`src/sbe_ram.sv`:
```
// Generic single-port-write, single-port-read RAM with registered read data.
// No dependencies.
`timescale 1ns / 1ps
module sbe_ram #(
   parameter int WIDTH = 32,
   parameter int DEPTH = 64,
   localparam int AW = (DEPTH > 1) ? $clog2(DEPTH) : 1
) (
   input  logic             clock,
   input  logic             wr_en,
   input  logic [AW-1:0]    wr_addr,
   input  logic [WIDTH-1:0] wr_data,
   input  logic [AW-1:0]    rd_addr,
   output logic [WIDTH-1:0] rd_data
);
   logic [WIDTH-1:0] mem_ff [DEPTH];

   always_ff @(posedge clock) begin
      if (wr_en) begin
         mem_ff[wr_addr] <= wr_data;
      end
      rd_data <= mem_ff[rd_addr];
   end
endmodule

```
`config.mk`:
```
export PLATFORM = sky130hd
export DESIGN_NAME = sbe_ram
export DESIGN_NICKNAME = d
export VERILOG_FILES = /design/src/sbe_ram.sv
export SDC_FILE = /design/constraint.sdc
export NUM_CORES = 2
export LEC_CHECK = 0
export ABC_AREA = 1
export BUFFER_PORTS_ARGS = -buffer_cell sky130_fd_sc_hd__buf_2
export CAP_MARGIN = 20
export CORE_ASPECT_RATIO = 0.8
export CORE_UTILIZATION = 50
export CTS_CLUSTER_DIAMETER = 60
export DETAILED_ROUTE_END_ITERATION = 10
export HOLD_SLACK_MARGIN = 0.1
export PLACE_DENSITY = 0.65
export SLEW_MARGIN = 10
export SYNTH_ARGS = -nofsm -noshare
export SYNTH_HDL_FRONTEND = slang
export SYNTH_SLANG_ARGS = --single-unit
```
`constraint.sdc`:
```
create_clock -name clock -period 8.1 [get_ports clock]
set_input_delay 1.62 -clock clock [delete_from_list [all_inputs] [get_ports clock]]
set_output_delay 1.62 -clock clock [all_outputs]
set_load 0.005 [all_outputs]
```
==> results.json <==
{
  "num_io_pins": 78,
  "ys_seq_elements": 2080,
  "cts_hold_buf": 0,
  "layout.nets": 6794,
  "cts_buffer_depth": 3,
  "leakage_nw": 32.1,
  "yosys.area.top_type": "edfxtp_1",
  "critPathLaunchType": "primary input",
  "design_area_um2": 91600,
  "area.sequential_um2": 62100,
  "layout_commonest_cell": "nand2_1",
  "skew_ns": 0.0287,
  "power.density_nw_per_um2": 243,
  "setup_viol": 0,
  "max_freq_mhz": 231,
  "fin_crit_ns": 4.34,
  "cts_buffers": 198,
  "r2r_setup_slack_ns": 6.34,
  "grt_usage_pct": 28.2,
  "crit_arrival_ns": 5.10,
  "multi_input_comb_area_um2": 18800,
  "run_status": "finished clean",
  "area_growth_pct": 10.8,
  "clock_sinks": 2080,
  "htreeDepth": 4,
  "final_cell_mix": "nand2_1 (2248), edfxtp_1 (2048), nand3_1 (1907)",
  "rsz0062_at_grt": "no",
  "ant_nets": 0,
  "via_per_inst": 5.98,
  "grt_pass1_vias": 50300,
  "place_congestion": 0.842,
  "drtPass1Iterations": 6,
  "critPathKind": "primary input to register",
  "fill_cells": 13300,
  "io_buffers": 77,
  "slew_violations": 0,
  "path_clk_slew_ns": 0.06,
  "synthesis.area_um2": 82700,
  "insertion_delay_ns": 0.83,
  "wire_per_inst_um": 26.3,
  "cts_setup_buffers": 0,
  "relSlewSlack_pct": 24.8,
  "vias": 54200,
  "yosysWarnings": 0,
  "core-area_um2": 164000,
  "syn_inst": 6769,
  "ys_types": 16,
  "yosys-top-cells-area": "edfxtp_1 (74%), nand3_1 (12%), nand2_1 (10%)",
  "hold_path.class": "register to register",
  "die-area_um2": 167000,
  "synth_top_family_by_area": "simple AND/OR/NAND/NOR gates",
  "synth_top_area_share_pct": 74.3,
  "worstMarginPinSlew_ns": 1.13,
  "drc": 0,
  "path_max_fanout": 223,
  "overflow": 0,
  "timing.final.crit_share_pct": 53.5,
  "drt-total-wl_mm": 238,
  "synth_fa_ha_area_share_pct": 0,
  "synthesis.nets": 6815,
  "syn_area_per_cell_um2": 12.2,
  "initial_utilization_pct": 50.4,
  "drt_iter0_markers": 7715,
  "grt_antenna_before_repair": 18,
  "drive_above_1_share_pct": 8.09,
  "cts_resized": 0,
  "die_w_um": 457,
  "row_count": 133,
  "synthSimpleGateAreaFrac_pct": 22.1,
  "ys_seq_area_share_pct": 75.1,
  "critPathCaptureType": "register",
  "synth-compound-area-share_pct": 0,
  "max-vdd-ir-drop_v": 0.000190,
  "synthMuxAreaShare_pct": 0,
  "worstPathRequired_ns": 8.86,
  "tritoncts": "done",
  "placed_area_um2": 85500,
  "synth_xor_area_share_pct": 0,
  "setup_tns_ns": 0,
  "dp_hpwl_mm": 119,
  "grt_pass1_wl_mm": 346,
  "die_h_um": 366,
  "cts_root_buf": "clkbuf_16",
  "grt_max_degree": 224,
  "maxCapViolations": 0,
  "finalHoldViolCount": 0
}
-- registers in the layout (all words and copies together) (netlist names) --
register  cells
mem_ff     2048
rd_data      32
-- logic make-up (layout without fill, tap and decap cells) --
kind of cell  Yosys count  in the layout
buf+inv               461            598
flops                2080           2080
other cells             0              2
simple gates         4228           4228
-- where the power goes --
group          internal, mW  switching (mW)  total (mW)
Sequential             11.9          0.0384        12.0
Clock                  5.03            3.95        8.98
Combinational         0.312            1.05        1.36
-- routing by layer --
metal | wire length (µm) | global-route usage [%] | vias up
li1 | - | - | 24100
met1 | 98600 | 41.5 | 26800
met2 | 106000 | 41.7 | 2936
met3 | 25900 | 6.30 | 423
met4 | 7730 | 9.21 | 6
met5 | 41 | 0 | -
-- synth_stat cells (all sizes together) --
library cell     n
nand3         1907
clkbuf          77
dfxtp           32
edfxtp        2048
buf            372
nor4             8
inv             12
nand2         2248
nor2            56
nand4            9
-- worst max-delay path, cell delays in order --
cell     delay [ns]
buf_8          0.19
inv_16         0.55
buf_12         0.50
buf_12         0.47
nand2_1        0.12
nand3_1        0.11
nand3_1        0.09
nand2_1        0.09
nand2_1        0.07
nand3_1        0.30
nand3_1        0.35
nand2_1        0.17
-- final timing paths --
check / from / endpoint / cells past startpoint
max: rd_addr[0] / rd_data[3] / 12
min: mem_ff[20][14] / rd_data[14] / 8
max reg2reg: mem_ff[47][27] / rd_data[27] / 8
min reg2reg: mem_ff[20][14] / rd_data[14] / 8
-- layout make-up --
type | instances | area share, %
Antenna cell | 2 | 0.00546
Timing Repair Buffer | 228 | 1.92
Tap cell | 2160 | 2.95
Clock buffer | 269 | 5.88
Inverter | 12 | 0.0901
Clock inverter | 89 | 0.866
Multi-Input combinational cell | 4228 | 20.5
Sequential cell | 2080 | 67.8
-- metrics by stage --
step	utilization, %	cells	setup WS, ns	total power, mW	hold slack (ns)
finish	55.8	9068	3.76	22.3	0.802
global route	55.8	9066	3.70	22.9	0.877
CTS	55.8	9066	3.92	22.3	0.806
detailed placement	52.0	8708	3.05	13.5	0.793
global placement	52.0	8708	3.08	13.5	0.787
floorplan	-	6769	2.35	12.9	0.721
Power figures use the tool's default switching activity.
