===== src/sbe_pkg.sv =====
// Shared types, opcodes and decode helpers of the stack bytecode execute unit.
// No dependencies; used by sbe_div, sbe_alu and the top level.
`timescale 1ns / 1ps
package sbe_pkg;

   localparam int STACK_DEPTH_DEF  = 64;
   localparam int LOCAL_SLOTS_DEF  = 32;
   localparam int GLOBAL_SLOTS_DEF = 256;
   localparam int THREAD_SLOTS_DEF = 64;
   localparam int SPECIAL_SLOTS    = 256;
   localparam logic [15:0] GUARD_RESET = 16'd10000;
   localparam int REQ_W = 48;
   localparam int CSR_W = 16;

   localparam logic [5:0] OP_START  = 6'd0;
   localparam logic [5:0] OP_NOP    = 6'd1;
   localparam logic [5:0] OP_POP    = 6'd2;
   localparam logic [5:0] OP_DUP    = 6'd3;
   localparam logic [5:0] OP_GLD    = 6'd4;
   localparam logic [5:0] OP_GST    = 6'd5;
   localparam logic [5:0] OP_LLD    = 6'd6;
   localparam logic [5:0] OP_LST    = 6'd7;
   localparam logic [5:0] OP_SLD    = 6'd8;
   localparam logic [5:0] OP_TLD    = 6'd9;
   localparam logic [5:0] OP_C32    = 6'd10;
   localparam logic [5:0] OP_C8     = 6'd11;
   localparam logic [5:0] OP_ADD    = 6'd12;
   localparam logic [5:0] OP_SUB    = 6'd13;
   localparam logic [5:0] OP_MUL    = 6'd14;
   localparam logic [5:0] OP_DIV    = 6'd15;
   localparam logic [5:0] OP_MOD    = 6'd16;
   localparam logic [5:0] OP_AND    = 6'd17;
   localparam logic [5:0] OP_OR     = 6'd18;
   localparam logic [5:0] OP_XOR    = 6'd19;
   localparam logic [5:0] OP_SHR    = 6'd20;
   localparam logic [5:0] OP_SHL    = 6'd21;
   localparam logic [5:0] OP_LNOT   = 6'd22;
   localparam logic [5:0] OP_LAND   = 6'd23;
   localparam logic [5:0] OP_LOR    = 6'd24;
   localparam logic [5:0] OP_LT     = 6'd25;
   localparam logic [5:0] OP_LE     = 6'd26;
   localparam logic [5:0] OP_GT     = 6'd27;
   localparam logic [5:0] OP_GE     = 6'd28;
   localparam logic [5:0] OP_EQ     = 6'd29;
   localparam logic [5:0] OP_NE     = 6'd30;
   localparam logic [5:0] OP_NEG    = 6'd31;
   localparam logic [5:0] OP_NOT    = 6'd32;
   localparam logic [5:0] OP_JZ     = 6'd33;
   localparam logic [5:0] OP_JNZ    = 6'd34;
   localparam logic [5:0] OP_JMP    = 6'd35;
   localparam logic [5:0] OP_LJZ    = 6'd36;
   localparam logic [5:0] OP_LJNZ   = 6'd37;
   localparam logic [5:0] OP_LJMP   = 6'd38;
   localparam logic [5:0] OP_LOOP   = 6'd39;
   localparam logic [5:0] OP_RET    = 6'd40;
   localparam logic [5:0] OP_HOSTWR = 6'd41;

   localparam logic [1:0] ST_OK    = 2'd0;
   localparam logic [1:0] ST_FAULT = 2'd1;
   localparam logic [1:0] ST_GUARD = 2'd2;
   localparam logic [1:0] ST_DONE  = 2'd3;

   localparam logic [1:0] BANK_GLOBAL  = 2'd0;
   localparam logic [1:0] BANK_SPECIAL = 2'd1;
   localparam logic [1:0] BANK_THREAD  = 2'd2;

   typedef struct packed {
      logic       ok;
      logic [1:0] need;
      logic [1:0] grow;
      logic [2:0] len;
   } shape_type;

   typedef struct packed {
      logic start;
      logic is_mod;
   } div_ctl_type;

   function automatic logic [31:0] sext8(input logic [7:0] v);
      sext8 = {{24{v[7]}}, v};
   endfunction

   function automatic shape_type shape(input logic [5:0] mode, input logic ret_int);
      shape_type s;
      s = '{ok: 1'b1, need: 2'd0, grow: 2'd0, len: 3'd1};
      case (mode)
         OP_NOP, OP_LOOP: ;
         OP_POP: s.need = 2'd1;
         OP_DUP: begin s.need = 2'd1; s.grow = 2'd2; end
         OP_GLD, OP_LLD, OP_SLD, OP_TLD, OP_C8: begin s.grow = 2'd1; s.len = 3'd2; end
         OP_GST, OP_LST: begin s.need = 2'd1; s.len = 3'd2; end
         OP_C32: begin s.grow = 2'd1; s.len = 3'd5; end
         OP_LNOT, OP_NEG, OP_NOT: begin s.need = 2'd1; s.grow = 2'd1; end
         OP_JZ, OP_JNZ: begin s.need = 2'd1; s.len = 3'd2; end
         OP_JMP: s.len = 3'd2;
         OP_LJZ, OP_LJNZ: begin s.need = 2'd1; s.len = 3'd5; end
         OP_LJMP: s.len = 3'd5;
         OP_RET: s.need = {1'b0, ret_int};
         default: begin
            if (mode >= OP_ADD && mode <= OP_NE) begin
               s.need = 2'd2;
               s.grow = 2'd1;
            end else begin
               s.ok = 1'b0;
            end
         end
      endcase
      shape = s;
   endfunction

endpackage


===== src/sbe_alu.sv =====
// Combinational two-operand ALU for the non-dividing binary opcodes.
// Depends on sbe_pkg for opcode names.
`timescale 1ns / 1ps
module sbe_alu (
   input  logic [5:0]  mode,
   input  logic [31:0] a,
   input  logic [31:0] b,
   output logic [31:0] y
);
   import sbe_pkg::*;

   logic signed [31:0] sa, sb;

   assign sa   = a;
   assign sb   = b;

   always_comb begin
      case (mode)
         OP_ADD:  y = a + b;
         OP_SUB:  y = a - b;
         OP_MUL:  y = a * b;
         OP_AND:  y = a & b;
         OP_OR:   y = a | b;
         OP_XOR:  y = a ^ b;
         OP_SHR:  y = sa >>> b[4:0];
         OP_SHL:  y = a << b[4:0];
         OP_LAND: y = {31'd0, (a != 32'd0) && (b != 32'd0)};
         OP_LOR:  y = {31'd0, (a != 32'd0) || (b != 32'd0)};
         OP_LT:   y = {31'd0, sa < sb};
         OP_LE:   y = {31'd0, sa <= sb};
         OP_GT:   y = {31'd0, sa > sb};
         OP_GE:   y = {31'd0, sa >= sb};
         OP_EQ:   y = {31'd0, a == b};
         default: y = {31'd0, a != b};
      endcase
   end
endmodule


===== config.mk =====
export PLATFORM = sky130hd
export DESIGN_NAME = sbe_alu
export DESIGN_NICKNAME = d
export VERILOG_FILES = /design/src/sbe_pkg.sv /design/src/sbe_alu.sv
export SDC_FILE = /design/constraint.sdc
export NUM_CORES = 2
export LEC_CHECK = 0
export ABC_AREA = 0
export BUFFER_PORTS_ARGS = -buffer_cell sky130_fd_sc_hd__buf_2
export CAP_MARGIN = 20
export CORE_MARGIN = 2
export CORE_UTILIZATION = 55
export DETAILED_ROUTE_END_ITERATION = 10
export PLACE_DENSITY = 0.7
export SYNTH_ARGS = -nofsm -noshare
export SYNTH_HDL_FRONTEND = slang
export SYNTH_SLANG_ARGS = --single-unit

===== constraint.sdc =====
create_clock -name vclk -period 11.8
set_input_delay 1.77 -clock vclk [all_inputs]
set_output_delay 1.77 -clock vclk [all_outputs]
set_load 0.01 [all_outputs]

==> impl_results.md <==
* Status: finished clean
* Crit path capture: y[30]
* Number of global-route vias before repair at 24.34k
* Met2 usage at 0.7071
* First-pass GRT wire length at between 150000 and 200000 µm
* Post-cts sizing count at 0
* Io pins at slightly above 100
* Placed Instances at around 3.6k
* Total Routed Length at 107500 µm
* Tightest Pin Transition at 1167 ps
* Die area at ~45000 µm²
* Post-route antenna net violation count at 0
* Drt pass-1 iters at 8
* Netlist Area Pre-Place at 23810 µm²
* Max Cap Viol at 0
* Met3 Use GR at 0.1536
* Critical Path Fanout Max at 11
* I/O Buffers at between 100 and 150
* Seq/Total Area, Yosys at 0
* Largest net degree at the start of global routing at 60
* Setup crit end kind: output port
* Required time of the critical path at 10030 ps
* Layout cell share with drive strength beyond 1 at 0.09310
* Final Critical Period at between 10000 and 15000 ps
* Setup Crit Path Kind: in -> out
* Worst hold path type: in -> out
* Placer Congestion at between 1 and 1.5
* Number of clock buffers in the layout at 0
* Tcrit/Tclk final at 0.9681
* DRC viols at 0
* Post-DP HPWL at ~86000 µm
* Post-Syn Nets at between 3k and 4k
* Worst Path Arrival at 9650 ps
* Setup violation total in the final timing report at 0
* WL/cell at around 30 µm
* Area growth syn-to-layout at 4.572%
* Die width at between 200 and 250 µm
* Nets@finish at between 3k and 4k
* Initial Util at 0.5551
* Yosys warns at 0
* GRT busiest layer: met2
* Syn Area/Cell at 7.806 µm²
* FP Rows at between 70 and 80
* Drt via density at roughly 6.7
* Final Hold Viols at 0
* Max Clk Rate at around 90 MHz
* Initial DRC count at 3305
* CTS Hold Bufs at 0
* Slew Limit Fails at 0
* Netlist cell types at 80
* Startpoint Class: input pin
* RSZ-0062 raised after global routing: false
* Post-Syn Instances at around 3.1k
* Post-CTS Setup Bufs at 0
* Critical path origin: a[16]
* Fin cells at 3617
* Via count at approximately 24k
* Core ar. at 42890 µm²
* Register area at 0 µm²
* M1 GR Usage at 0.6024
* Initial antenna violation count at 6
* Relative max-transition margin at 0.2211
* Sum of negative setup slack at 0 ps
* Seq Cell Count at 0
* Grt total ovfl at 0
* GRT Overall Usage at 0.4844
* Die Y-Extent at 212.1 µm
-- cell usage after synthesis (all sizes together) (12+ instances only) --
master | instances | area share
fa | 410 | 0.34
nor3 | 44 | 0.0092
o211ai | 23 | 0.0073
nor4 | 27 | 0.0076
xnor2 | 75 | 0.028
a21o | 25 | 0.0079
mux2i | 67 | 0.028
nand2 | 290 | 0.046
o21bai | 19 | 0.0060
clkbuf | 141 | 0.022
mux4 | 34 | 0.032
clkinv | 12 | 0.0019
xor2 | 19 | 0.0070
nand3 | 20 | 0.0042
mux2 | 25 | 0.012
a21oi | 139 | 0.030
inv | 458 | 0.072
or3 | 16 | 0.0042
nand2b | 23 | 0.0060
buf | 66 | 0.012
nor2 | 497 | 0.078
nand4 | 13 | 0.0034
nor2b | 14 | 0.0037
o21ai | 145 | 0.030
a211o | 15 | 0.0055
ha | 220 | 0.12
a211oi | 24 | 0.0080
a221oi | 20 | 0.0079
o22ai | 18 | 0.0047
o31ai | 13 | 0.0049
-- layer usage --
metal,part of all wire,up-vias
met2,0.42,1916
met4,0.095,4
li1,-,9874
met5,0.00030,-
met1,0.35,11750
met3,0.14,538
-- layout by cell type, fill, tap and decap left out, types with 34 or more instances in the layout --
cell     instances
nor2_1         496
inv_1          450
fa_1           410
nand2_1        290
ha_1           220
a21oi_1        138
o21ai_0        120
buf_2          102
buf_4           84
xnor2_1         75
mux2i_1         67
nor3_1          41
mux4_2          34
-- how the worst min path moves through the flow --
stage,start,to,cells past startpoint
after floorplan,mode[5],y[0],3
after global placement,mode[5],y[0],5
after detailed placement,mode[5],y[0],5
after CTS,mode[5],y[0],5
after global routing,mode[2],y[0],5
final,mode[2],y[0],5
-- layout make-up --
cell class | instances | area, µm²
Multi-Input combinational cell | 2373 | 21250
Fill cell | 4001 | 17990
Inverter | 470 | 1764
Timing Repair Buffer | 186 | 1141
Tap cell | 585 | 732.0
Antenna cell | 3 | 7.507
-- worst max-delay path, stage by stage --
cell and delay [ps]:
buf_2 130, inv_1 540, nor2_1 150, fa_1 570, inv_1 50, fa_1 490, fa_1 460, fa_1 560
inv_1 60, fa_1 500, inv_1 60, fa_1 520, inv_1 50, fa_1 400, fa_1 490, ha_1 420
and3_1 190, nand3_1 70, o31ai_1 600, a221o_1 300, a21oi_1 110, o21ai_1 530, a2111oi_0 230, nor2b_1 170
o21ai_1 80, buf_2 160
-- through the flow --
stage / setup slack [ps] / hold slack, ps / area (µm²) / utilization
finish: 376.3 / 4142 / 24900 / 0.5805
global route: 155.0 / 4192 / 24890 / 0.5804
CTS: 618.6 / 4114 / 24880 / 0.5802
detailed placement: 644.6 / 4108 / 24880 / 0.5802
global placement: 774.4 / 4098 / 24880 / 0.5802
floorplan: 684.2 / 3743 / 23810 / -
-- cell families (layout without fill, tap and decap cells) --
kind of cell / after synthesis / after routing / share of synthesized area
and+or+nand+nor: 974 / 974 / 0.1715
muxes: 126 / 126 / 0.07216
AOI/OAI and AO/OA: 549 / 549 / 0.1530
buffers and inverters: 677 / 656 / 0.1084
adders and majority gates: 630 / 630 / 0.4604
xor gates and xnor gates: 94 / 94 / 0.03458
other: 0 / 3 / 0
