===== config.mk =====
export PLATFORM = sky130hd
export DESIGN_NAME = sbe_div
export DESIGN_NICKNAME = d
export VERILOG_FILES = /design/src/sbe_pkg.sv /design/src/sbe_div.sv
export SDC_FILE = /design/constraint.sdc
export NUM_CORES = 1
export LEC_CHECK = 0
export ABC_AREA = 1
export BUFFER_PORTS_ARGS = -buffer_cell sky130_fd_sc_hd__clkbuf_2
export CAP_MARGIN = 20
export CORE_ASPECT_RATIO = 1.75
export CORE_MARGIN = 2
export CORE_UTILIZATION = 55
export DETAILED_ROUTE_END_ITERATION = 8
export PLACE_DENSITY = 0.88
export SYNTH_ARGS = -nofsm -noshare
export SYNTH_HDL_FRONTEND = slang
export SYNTH_SLANG_ARGS = --single-unit

===== constraint.sdc =====
create_clock -name clock -period 3.9 [get_ports clock]
set_clock_uncertainty 0.1 [all_clocks]
set_input_delay 0.585 -clock clock [delete_from_list [all_inputs] [get_ports clock]]
set_output_delay 0.585 -clock clock [all_outputs]
set_load 0.01 [all_outputs]

===== src/sbe_pkg.sv =====
// Shared types, opcodes and decode helpers of the stack bytecode execute unit.
// No dependencies; used by sbe_div, sbe_alu and the top level.
`timescale 1ns / 1ps
package sbe_pkg;

   localparam int STACK_DEPTH_DEF  = 64;
   localparam int LOCAL_SLOTS_DEF  = 32;
   localparam int GLOBAL_SLOTS_DEF = 256;
   localparam int THREAD_SLOTS_DEF = 64;
   localparam int SPECIAL_SLOTS    = 256;
   localparam logic [15:0] GUARD_RESET = 16'd10000;
   localparam int REQ_W = 48;
   localparam int CSR_W = 16;

   localparam logic [5:0] OP_START  = 6'd0;
   localparam logic [5:0] OP_NOP    = 6'd1;
   localparam logic [5:0] OP_POP    = 6'd2;
   localparam logic [5:0] OP_DUP    = 6'd3;
   localparam logic [5:0] OP_GLD    = 6'd4;
   localparam logic [5:0] OP_GST    = 6'd5;
   localparam logic [5:0] OP_LLD    = 6'd6;
   localparam logic [5:0] OP_LST    = 6'd7;
   localparam logic [5:0] OP_SLD    = 6'd8;
   localparam logic [5:0] OP_TLD    = 6'd9;
   localparam logic [5:0] OP_C32    = 6'd10;
   localparam logic [5:0] OP_C8     = 6'd11;
   localparam logic [5:0] OP_ADD    = 6'd12;
   localparam logic [5:0] OP_SUB    = 6'd13;
   localparam logic [5:0] OP_MUL    = 6'd14;
   localparam logic [5:0] OP_DIV    = 6'd15;
   localparam logic [5:0] OP_MOD    = 6'd16;
   localparam logic [5:0] OP_AND    = 6'd17;
   localparam logic [5:0] OP_OR     = 6'd18;
   localparam logic [5:0] OP_XOR    = 6'd19;
   localparam logic [5:0] OP_SHR    = 6'd20;
   localparam logic [5:0] OP_SHL    = 6'd21;
   localparam logic [5:0] OP_LNOT   = 6'd22;
   localparam logic [5:0] OP_LAND   = 6'd23;
   localparam logic [5:0] OP_LOR    = 6'd24;
   localparam logic [5:0] OP_LT     = 6'd25;
   localparam logic [5:0] OP_LE     = 6'd26;
   localparam logic [5:0] OP_GT     = 6'd27;
   localparam logic [5:0] OP_GE     = 6'd28;
   localparam logic [5:0] OP_EQ     = 6'd29;
   localparam logic [5:0] OP_NE     = 6'd30;
   localparam logic [5:0] OP_NEG    = 6'd31;
   localparam logic [5:0] OP_NOT    = 6'd32;
   localparam logic [5:0] OP_JZ     = 6'd33;
   localparam logic [5:0] OP_JNZ    = 6'd34;
   localparam logic [5:0] OP_JMP    = 6'd35;
   localparam logic [5:0] OP_LJZ    = 6'd36;
   localparam logic [5:0] OP_LJNZ   = 6'd37;
   localparam logic [5:0] OP_LJMP   = 6'd38;
   localparam logic [5:0] OP_LOOP   = 6'd39;
   localparam logic [5:0] OP_RET    = 6'd40;
   localparam logic [5:0] OP_HOSTWR = 6'd41;

   localparam logic [1:0] ST_OK    = 2'd0;
   localparam logic [1:0] ST_FAULT = 2'd1;
   localparam logic [1:0] ST_GUARD = 2'd2;
   localparam logic [1:0] ST_DONE  = 2'd3;

   localparam logic [1:0] BANK_GLOBAL  = 2'd0;
   localparam logic [1:0] BANK_SPECIAL = 2'd1;
   localparam logic [1:0] BANK_THREAD  = 2'd2;

   typedef struct packed {
      logic       ok;
      logic [1:0] need;
      logic [1:0] grow;
      logic [2:0] len;
   } shape_type;

   typedef struct packed {
      logic start;
      logic is_mod;
   } div_ctl_type;

   function automatic logic [31:0] sext8(input logic [7:0] v);
      sext8 = {{24{v[7]}}, v};
   endfunction

   function automatic shape_type shape(input logic [5:0] mode, input logic ret_int);
      shape_type s;
      s = '{ok: 1'b1, need: 2'd0, grow: 2'd0, len: 3'd1};
      case (mode)
         OP_NOP, OP_LOOP: ;
         OP_POP: s.need = 2'd1;
         OP_DUP: begin s.need = 2'd1; s.grow = 2'd2; end
         OP_GLD, OP_LLD, OP_SLD, OP_TLD, OP_C8: begin s.grow = 2'd1; s.len = 3'd2; end
         OP_GST, OP_LST: begin s.need = 2'd1; s.len = 3'd2; end
         OP_C32: begin s.grow = 2'd1; s.len = 3'd5; end
         OP_LNOT, OP_NEG, OP_NOT: begin s.need = 2'd1; s.grow = 2'd1; end
         OP_JZ, OP_JNZ: begin s.need = 2'd1; s.len = 3'd2; end
         OP_JMP: s.len = 3'd2;
         OP_LJZ, OP_LJNZ: begin s.need = 2'd1; s.len = 3'd5; end
         OP_LJMP: s.len = 3'd5;
         OP_RET: s.need = {1'b0, ret_int};
         default: begin
            if (mode >= OP_ADD && mode <= OP_NE) begin
               s.need = 2'd2;
               s.grow = 2'd1;
            end else begin
               s.ok = 1'b0;
            end
         end
      endcase
      shape = s;
   endfunction

endpackage


===== src/sbe_div.sv =====
// Iterative signed 32-bit divider, one quotient bit per cycle.
// Depends on sbe_pkg for the control struct.
`timescale 1ns / 1ps
module sbe_div (
   input  logic                 clock,
   input  logic                 reset,
   input  sbe_pkg::div_ctl_type ctl,
   input  logic [31:0]          dividend,
   input  logic [31:0]          divisor,
   output logic                 busy,
   output logic                 done,
   output logic [31:0]          result
);
   import sbe_pkg::*;

   logic        busy_ff, busy_in, done_ff, done_in;
   logic [5:0]  cnt_ff, cnt_in;
   logic [32:0] rem_ff, rem_in;
   logic [31:0] quo_ff, quo_in, den_ff, den_in, res_ff, res_in;
   logic        qneg_ff, qneg_in, rneg_ff, rneg_in, mod_ff, mod_in, zero_ff, zero_in;
   logic [32:0] rem_sh;
   logic [31:0] q_fix, r_fix;

   always_comb begin
      busy_in = busy_ff;
      done_in = 1'b0;
      cnt_in  = cnt_ff;
      rem_in  = rem_ff;
      quo_in  = quo_ff;
      den_in  = den_ff;
      res_in  = res_ff;
      qneg_in = qneg_ff;
      rneg_in = rneg_ff;
      mod_in  = mod_ff;
      zero_in = zero_ff;
      rem_sh  = {rem_ff[31:0], quo_ff[31]};
      q_fix   = qneg_ff ? (32'd0 - quo_ff) : quo_ff;
      r_fix   = rneg_ff ? (32'd0 - rem_ff[31:0]) : rem_ff[31:0];
      if (ctl.start) begin
         busy_in = 1'b1;
         cnt_in  = 6'd0;
         rem_in  = 33'd0;
         quo_in  = dividend[31] ? (32'd0 - dividend) : dividend;
         den_in  = divisor[31] ? (32'd0 - divisor) : divisor;
         qneg_in = dividend[31] ^ divisor[31];
         rneg_in = dividend[31];
         mod_in  = ctl.is_mod;
         zero_in = (divisor == 32'd0);
      end else if (busy_ff) begin
         if (cnt_ff == 6'd32) begin
            busy_in = 1'b0;
            done_in = 1'b1;
            res_in  = zero_ff ? 32'd0 : (mod_ff ? r_fix : q_fix);
         end else begin
            cnt_in = cnt_ff + 6'd1;
            if (rem_sh >= {1'b0, den_ff}) begin
               rem_in = rem_sh - {1'b0, den_ff};
               quo_in = {quo_ff[30:0], 1'b1};
            end else begin
               rem_in = rem_sh;
               quo_in = {quo_ff[30:0], 1'b0};
            end
         end
      end
   end

   always_ff @(posedge clock) begin
      if (reset) begin
         busy_ff <= 1'b0;
         done_ff <= 1'b0;
      end else begin
         busy_ff <= busy_in;
         done_ff <= done_in;
      end
      cnt_ff  <= cnt_in;
      rem_ff  <= rem_in;
      quo_ff  <= quo_in;
      den_ff  <= den_in;
      res_ff  <= res_in;
      qneg_ff <= qneg_in;
      rneg_ff <= rneg_in;
      mod_ff  <= mod_in;
      zero_ff <= zero_in;
   end

   assign busy   = busy_ff;
   assign done   = done_ff;
   assign result = res_ff;
endmodule


==> run_results.csv, run 1 <==
group,metric,value,unit
timing,finalSetupViolations,0,
synthesis,synth-xor-area-share,4.12,%
placement,placed_cell_area,12400,µm²
finish,final_area,12900,µm²
die,rows,70,
timing,maxSlewViolCount,0,
synthesis,synth_ff_type,"edfxtp_1",
placement,post-place-ws,815,ps
synthesis,synth_fa_ha_area_share,4.24,%
clocking,clock_latency,430,ps
route,dr_total_vias,12215,
global_routing,grt_pass1_wl,57500,µm
route,ant_nets,0,
synthesis,synth_cell_types,45,
critical_path,cp.arrival,3180,ps
route,vias_per_cell,5.65,
route,drt_pass1_iterations,5,
timing,worst_pin_slew,996,ps
synthesis,synth_edf_count,100,
power_and_ir_drop,power,4.08,mW
critical_path,cp_slowest_stage_delay,670,ps
timing,slew_headroom,33.6,%
critical_path,critPathMostFrequentCell,"nand2_1",
global_routing,antenna_found_initial,0,
power_and_ir_drop,leakagePower,6.47,nW
critical_path,path_buf_inv,2,
finish,diodes,0,
critical_path,cp_cell_sequence,"ha_1 -> nand2_1 -> inv_1 -> nand2_1 -> nand2_1 -> inv_1 -> nand2_1 -> nand2_1 -> nand2_1 -> a21oi_4 -> nand2_4 -> nand2_1 -> o21ai_0",
clocking,hold_buffers,0,
min_path,hp-class,"in2reg",
placement,place.gp.congestion,1.04,
clocking,cts_made_buffers,17,
synthesis,synth_top_family_by_area,"simple AND/OR/NAND/NOR gates",
route,wl_per_cell,16.9,µm
synthesis,synth_compound_area_share,10.3,%
route,route.detailed.drc,0,
critical_path,crit_path_end_kind,"flop",
clocking,cts.sinks,140,
global_routing,first_global_vias,11756,
synthesis,synth_simple_gate_area_share,37.7,%
critical_path,crit_cells,13,
die,dieWidth,114,µm
global_routing,overflow,0,
finish,final_nets,2004,
route,drt-total-wl,36600,µm
clocking,path_clk_slew,60,ps
timing,setup_slack,748,ps
timing,timing_hold_violations_final,0,
critical_path,start_kind,"flop",
critical_path,worstPathRequired,3930,ps
critical_path,cp_max_fo,33,
clocking,cts-htree-levels,4,
finish,drive_gt1_share,9.79,%
clocking,post_cts_buffers,0,
synthesis,ys_seq_area_share,32.6,%
die,die_h,197,µm
timing,fin_setup_tns,0,ps
placement,port_buffers,101,
finish,area_delta_synth_final,10.8,%
synthesis,ys_seq_elements,140,
finish,final_core_util,62.1,%
critical_path,cpMaxStageDelayCell,"a21oi_4",
power_and_ir_drop,power_density,315,nW/µm²
die,io_pins,102,
global_routing,track_usage,33.1,%
finish,n_fill_cell,1929,
clocking,post_cts_resized,0,
timing,finalCriticalPeriod,3150,ps
clocking,clockBufferDepth,2,
synthesis,ys_warn_count,0,
critical_path,cpLargestDelayFamily,"simple AND/OR/NAND/NOR gates",
route,drt_iter0_drc,895,
timing,rsz0062_at_grt,"no",
die,dieArea,22500,µm²
power_and_ir_drop,peakVddDrop,0.000238,V
timing,fmax,317,MHz
min_path,worstHoldPathCells,2,
synthesis,syn_inst,1812,
die,start_util,56.0,%
global_routing,grt_max_degree,51,
die,fp.coreArea,20800,µm²
clocking,root_buffer,"clkbuf_16",
critical_path,path_class,"reg2reg",
synthesis,syn_nets,1919,
timing,period_share,80.8,%
job,cap_violations,0,
synthesis,synth_area,11700,µm²
run_status,status,"completed",
critical_path,r2r_cells,13,
clocking,cts_tree,"built",
placement,dp_hpwl,29200,µm
synthesis,postSynthAreaPerCell,6.45,µm²
synthesis,synthMuxAreaShare,0,%
synthesis,ys_async_sr_fraction,0,%
-- path summary, 6_finish.rpt --
| check | end | from | slack, ps |
|---|---|---|---|
| setup reg to reg | quo_ff[0] | rem_ff[22] | 750 |
| setup / recovery | quo_ff[0] | rem_ff[22] | 750 |
| hold reg to reg | cnt_ff[2] | cnt_ff[2] | 410 |
| hold / removal | busy | reset | 230 |
-- cells in the mapped netlist (4+ instances only) --
cell | n | area [µm²]
nand2_1 | 546 | 2050
inv_1 | 278 | 1040
nand3_1 | 192 | 961
nor2_1 | 163 | 612
edfxtp_1 | 100 | 3000
o21ai_0 | 94 | 470
a21oi_1 | 89 | 445
dfxtp_1 | 40 | 801
ha_1 | 38 | 475
clkbuf_1 | 31 | 116
xor2_1 | 30 | 263
nor3_1 | 28 | 140
nand4_1 | 27 | 169
xnor2_1 | 25 | 219
o21ai_1 | 21 | 105
nand3b_1 | 20 | 150
nor2_2 | 12 | 75.1
nand2_2 | 8 | 50.1
inv_2 | 7 | 26.3
or2_2 | 7 | 43.8
buf_2 | 6 | 30.0
o31ai_1 | 5 | 37.5
a31oi_1 | 4 | 25.0
buf_6 | 4 | 45.0
nand3_2 | 4 | 40.0
nor3_2 | 4 | 40.0
o21bai_1 | 4 | 30.0
-- routing by layer --
layer,vias to the layer above,GRT usage [%],part of all wire (%)
li1,6039,-,-
met1,5491,32.3,34
met2,515,60.6,51
met3,170,3.29,4.5
met4,0,28.6,9.8
met5,-,0,0
-- logic make-up (layout without fill, tap and decap cells) --
family	after synthesis	count (layout)
AO/OA/AOI/OAI	226	226
XOR/XNOR	55	55
adder cells (fa/ha/maj)	39	39
buffers and inverters	331	429
flip-flops	140	140
AND/OR/NAND/NOR	1021	1021
-- where the power goes --
part / internal, mW / switching, mW / leakage (nW)
sequential: 1.70 / 0.0673 / 1.30
clock: 0.883 / 0.625 / 0.264
combinational: 0.253 / 0.551 / 4.91
total: 2.84 / 1.24 / 6.47
-- flip-flops by register name, summed over array words and instances (netlist names) --
name	flops
busy	1
done	1
mod_ff	1
cnt_ff	6
rneg_ff	1
zero_ff	1
result	32
quo_ff	32
qneg_ff	1
rem_ff	32
den_ff	32
-- through the flow --
step / hold slack (ps) / instances
finish: 232 / 2162
global route: 226 / 2162
CTS: 229 / 2161
detailed placement: 403 / 2129
global placement: 378 / 2129
floorplan: 355 / 1812
-- cell usage in the layout (no fill, tap or decap), types with 21 or more instances in the layout --
master    netlist  routed
inv_1         278     278
nand2_1       546     546
nor2_1        163     163
o21ai_0        94      94
xor2_1         30      30
a21oi_1        89      89
dfxtp_1        40      40
xnor2_1        25      25
nand4_1        27      27
o21ai_1        21      21
edfxtp_1      100     100
ha_1           38      38
clkbuf_2        0     101
nand3_1       192     192
nor3_1         28      27
-- worst reg2reg max path, cell delays in order, from the launching register on --
cell	delay (ps)
dfxtp_1	490
ha_1	350
nand2_1	160
inv_1	50
nand2_1	60
nand2_1	60
inv_1	60
nand2_1	60
nand2_1	50
nand2_1	80
a21oi_4	670
nand2_4	420
nand2_1	140
o21ai_0	100
-- layout make-up --
class	instances	area, µm²	area share [%]
Multi-Input combinational cell	1341	6600	51.0
Clock buffer	23	489	3.78
Timing Repair Buffer	110	593	4.58
Clock inverter	9	63.8	0.493
Tap cell	252	315	2.44
Inverter	287	1080	8.32
Sequential cell	140	3800	29.4
Power figures use the tool's default switching activity.
==> inputs of run 2 (changes only) <==
PLACE_DENSITY = 0.85   (was 0.88)
clock period = 3.05 ns   (was 3.9 ns; I/O delays follow)
==> run_results.csv, run 2 (synthesis gave the netlist of run 1 again) <==
group,metric,value,unit
route,wl_met1,13300,µm
finish,area_delta_synth_final,11.8,%
timing,finalSetupViolations,0,
finish,seq_area,3800,µm²
timing,rsz0062_at_grt,"no",
route,vias_per_cell,5.51,
finish,multi_input_area,6610,µm²
route,ant_nets,0,
clocking,clockBufferDepth,2,
critical_path,cp_max_fo,27,
die,rows,70,
timing,worst_pin_slew,1180,ps
global_routing,antenna_found_initial,0,
timing,fin_setup_tns,0,ps
global_routing,grt_max_degree,43,
route,drt_iter0_drc,926,
clocking,cts_tree,"built",
timing,fmax,363,MHz
timing,setup_slack,298,ps
critical_path,start_kind,"flop",
clocking,post_cts_resized,0,
power_and_ir_drop,comb_power_share,18.6,%
placement,post-place-ws,325,ps
placement,port_buffers,101,
die,die_h,197,µm
power_and_ir_drop,p_sw_share,30.4,%
route,drt-total-wl,37300,µm
run_status,status,"completed",
timing,timing.hold.ws,111,ps
clocking,post_cts_buffers,0,
critical_path,cpMaxStageDelayCell,"nor2_2",
clocking,root_buffer,"clkbuf_16",
critical_path,critPathMostFrequentCell,"nor2_2",
finish,final_core_util,62.6,%
power_and_ir_drop,p_sw,1.67,mW
finish,mostFrequentLayoutCells,"nand2_1 (546), inv_1 (278), nand3_1 (192)",
route,drt_pass1_iterations,6,
route,route.detailed.drc,0,
global_routing,first_global_vias,11709,
critical_path,path_class,"reg2reg",
finish,diodes,0,
die,fp.coreArea,20800,µm²
die,dieWidth,114,µm
critical_path,crit_path_end_kind,"flop",
global_routing,grt_pass1_wl,58900,µm
clocking,hold_buffers,0,
route,met3_length,1480,µm
finish,n_fill_cell,2034,
power_and_ir_drop,p_clk_share,40.1,%
timing,timing_hold_violations_final,0,
power_and_ir_drop,power_density,420,nW/µm²
die,dieArea,22500,µm²
power_and_ir_drop,p_int,3.82,mW
critical_path,cp.arrival,3010,ps
timing,maxSlewViolCount,0,
global_routing,track_usage,33.9,%
global_routing,overflow,0,
route,wl_per_cell,17.2,µm
clocking,clock_latency,430,ps
route,wl_met2,20100,µm
power_and_ir_drop,p_seq_share,41.2,%
clocking,cts.sinks,140,
finish,drive_gt1_share,10.3,%
die,io_pins,102,
timing,period_share,90.2,%
timing,slew_headroom,20.5,%
power_and_ir_drop,peakVddDrop,0.000307,V
clocking,path_clk_slew,60,ps
timing,finalCriticalPeriod,2750,ps
power_and_ir_drop,leakagePower,6.53,nW
clocking,cts-htree-levels,4,
critical_path,cp_cell_sequence,"inv_1 -> ha_1 -> and3_1 -> nor2_2 -> nor2_2 -> inv_2 -> buf_4 -> o21ai_0",
placement,dp_hpwl,30200,µm
route,top_layer,"met4",
route,dr_total_vias,11948,
finish,final_nets,2012,
min_path,hp-class,"in2reg",
finish,layout_commonest_cell,"nand2_1",
job,cap_violations,0,
die,start_util,56.0,%
clocking,cts_made_buffers,17,
critical_path,cp_slowest_stage_delay,660,ps
critical_path,worstPathRequired,3300,ps
placement,place.gp.congestion,0.974,
## run 2: critical path: cells and delay by family (launching register included)
kind	cells	cell delay, ps
AO/OA/AOI/OAI	1	160
flip-flops	1	350
AND/OR/NAND/NOR	3	1020
buffers and inverters	3	890
adder cells (fa/ha/maj)	1	140
## run 2: cell type report
| class | count | area share [%] |
|---|---|---|
| Multi-Input combinational cell | 1341 | 50.6 |
| Sequential cell | 140 | 29.1 |
| Inverter | 287 | 8.25 |
| Timing Repair Buffer | 118 | 4.85 |
| Clock buffer | 18 | 3.36 |
| Tap cell | 252 | 2.41 |
| Clock inverter | 14 | 1.38 |
## run 2: routing by layer
metal | vias to the layer above | track usage, %
met5 | - | 0
met4 | 0 | 21.4
met3 | 107 | 3.08
met2 | 380 | 64.7
met1 | 5404 | 34.5
li1 | 6057 | -
## run 2: path summary, 6_finish.rpt
kind	start	end	slack [ps]	depth (start not counted)
min	ctl[0]	mod_ff	110	1
min reg2reg	cnt_ff[2]	cnt_ff[2]	410	2
max reg2reg	cnt_ff[0]	rem_ff[0]	300	8
max	cnt_ff[0]	rem_ff[0]	300	8
## run 2: stage by stage
step                std cells  total power [mW]  instance area (µm²)
finish                   2170              5.49                13100
global route             2170              5.69                13100
CTS                      2170              5.48                13100
detailed placement       2138              3.30                12400
global placement         2138              3.28                12400
floorplan                1812              2.95                11700
## run 2: power by group through the flow
stage | clock [mW] | combinational (mW) | sequential (mW)
5_1_grt | 2.28 | 1.14 | 2.27
4_1_cts | 2.21 | 1.01 | 2.26
3_5_place_dp | 0 | 1.00 | 2.30
3_3_place_gp | 0 | 0.989 | 2.30
2_1_floorplan | 0 | 0.692 | 2.26
6_report | 2.20 | 1.02 | 2.26
==> inputs of run 3 (changes only) <==
SETUP_SLACK_MARGIN = 0.5   (was default)
==> run_results.csv, run 3 (synthesis gave the netlist of run 1 again) <==
group,metric,value,unit
run_status,status,"completed",
route,vias_per_cell,5.75,
timing,period_share,81.3,%
power_and_ir_drop,p_clk_share,40.2,%
finish,mostFrequentLayoutCells,"nand2_1 (545), inv_1 (278), nand3_1 (191)",
die,fp.coreArea,20800,µm²
route,ant_nets,0,
timing,worst_pin_slew,956,ps
critical_path,cp_cell_sequence,"inv_1 -> ha_1 -> inv_1 -> nor3_2 -> nand3_1 -> o21ai_1 -> nand2_1 -> nand2_1 -> nand3_1 -> a21oi_1",
finish,final_core_util,63.2,%
timing,slew_headroom,36.2,%
critical_path,start_kind,"flop",
placement,place_inst,2137,
die,dieArea,22500,µm²
finish,diodes,0,
critical_path,worstPathRequired,3220,ps
global_routing,grt_max_degree,43,
clocking,post_cts_buffers,0,
finish,layout_commonest_cell,"nand2_1",
global_routing,overflow,0,
power_and_ir_drop,p_sw,1.65,mW
global_routing,antenna_found_initial,1,
timing,rsz0062_at_grt,"yes",
clocking,hold_buffers,0,
clocking,cts_made_buffers,17,
global_routing,grt_pass1_wl,59300,µm
route,drt_pass1_iterations,6,
placement,dp_hpwl,29000,µm
finish,area_delta_synth_final,12.8,%
critical_path,crit_path_end_kind,"flop",
timing,fmax,403,MHz
timing,timing.hold.ws,93.1,ps
die,die_h,197,µm
route,drt_iter0_drc,1093,
critical_path,cp_max_fo,4,
timing,fin_setup_tns,0,ps
power_and_ir_drop,p_seq_share,40.7,%
power_and_ir_drop,p_sw_share,29.7,%
power_and_ir_drop,p_int,3.90,mW
critical_path,path_class,"reg2reg",
die,io_pins,102,
min_path,hp-class,"in2reg",
die,dieWidth,114,µm
die,rows,70,
power_and_ir_drop,power_density,421,nW/µm²
route,wl_per_cell,17.2,µm
job,cap_violations,0,
route,route.detailed.drc,0,
global_routing,track_usage,33.9,%
finish,drive_gt1_share,10.8,%
finish,stdcell_count,2170,
timing,finalCriticalPeriod,2480,ps
critical_path,cpMaxStageDelayCell,"edfxtp_1",
clocking,cts_tree,"built",
timing,timing_hold_violations_final,0,
timing,finalSetupViolations,0,
clocking,cts-htree-levels,4,
critical_path,cp_slowest_stage_delay,480,ps
clocking,path_clk_slew,60,ps
placement,place.gp.congestion,1.04,
route,drt-total-wl,37300,µm
clocking,clockBufferDepth,2,
finish,final_nets,2012,
global_routing,first_global_vias,12151,
power_and_ir_drop,power,5.54,mW
placement,port_buffers,101,
critical_path,cp.arrival,2650,ps
power_and_ir_drop,leakagePower,6.60,nW
die,start_util,56.0,%
clocking,clock_latency,430,ps
clocking,root_buffer,"clkbuf_16",
route,dr_total_vias,12483,
clocking,cts.sinks,140,
power_and_ir_drop,peakVddDrop,0.000390,V
power_and_ir_drop,comb_power_share,19.0,%
timing,maxSlewViolCount,0,
-- run 3: per-stage QoR --
| step | setup WS, ps | instance area (µm²) |
|---|---|---|
| global placement | 403 | 12400 |
| floorplan | 784 | 11700 |
| finish | 569 | 13200 |
| CTS | 518 | 13100 |
| detailed placement | 333 | 12400 |
| global route | 472 | 13200 |
-- run 3: final cells by class --
type	instances	area, µm²
clock inverters	11	154
multi-input cells	1341	6660
fillers	1874	7660
clock buffers	21	483
flip-flops and latches	140	3810
well taps	252	315
repair buffers	118	688
inverters	287	1080
-- run 3: final timing paths --
check | start | to | slack, ps | cells past startpoint
min reg2reg | rem_ff[22] | rem_ff[22] | 410 | 2
max | quo_ff[0] | result[24] | 570 | 10
min | ctl[0] | mod_ff | 90 | 1
max reg2reg | quo_ff[0] | result[24] | 570 | 10
-- run 3: routing by layer --
layer	vias up	global-route usage [%]	share of wire [%]
met5	-	0	0.035
met4	2	29.1	9.6
met3	203	4.95	6.0
met2	574	61.3	51
met1	5653	33.0	33
li1	6051	-	-
-- run 3: repair_timing --
action | 4_1_cts | 5_1_grt
cloned | 0 | 1
resized for setup | 1 | 20
pin swaps | 0 | 1
endpoints found under the setup margin | 32 | 36
-- run 3: worst max-delay path, delay by kind of cell, from the launching register on --
family / cells / cell delay (ps)
AOI/OAI and AO/OA: 2 / 580
DFF: 1 / 480
adders and majority gates: 1 / 180
buffers and inverters: 2 / 240
and+or+nand+nor: 5 / 730
-- run 3: power groups by stage --
stage / Combinational (mW) / Clock (mW) / Sequential (mW)
2_1_floorplan: 0.692 / 0 / 2.26
3_5_place_dp: 1.01 / 0 / 2.29
3_3_place_gp: 0.988 / 0 / 2.29
5_1_grt: 1.17 / 2.30 / 2.27
6_report: 1.05 / 2.23 / 2.26
4_1_cts: 1.02 / 2.23 / 2.25
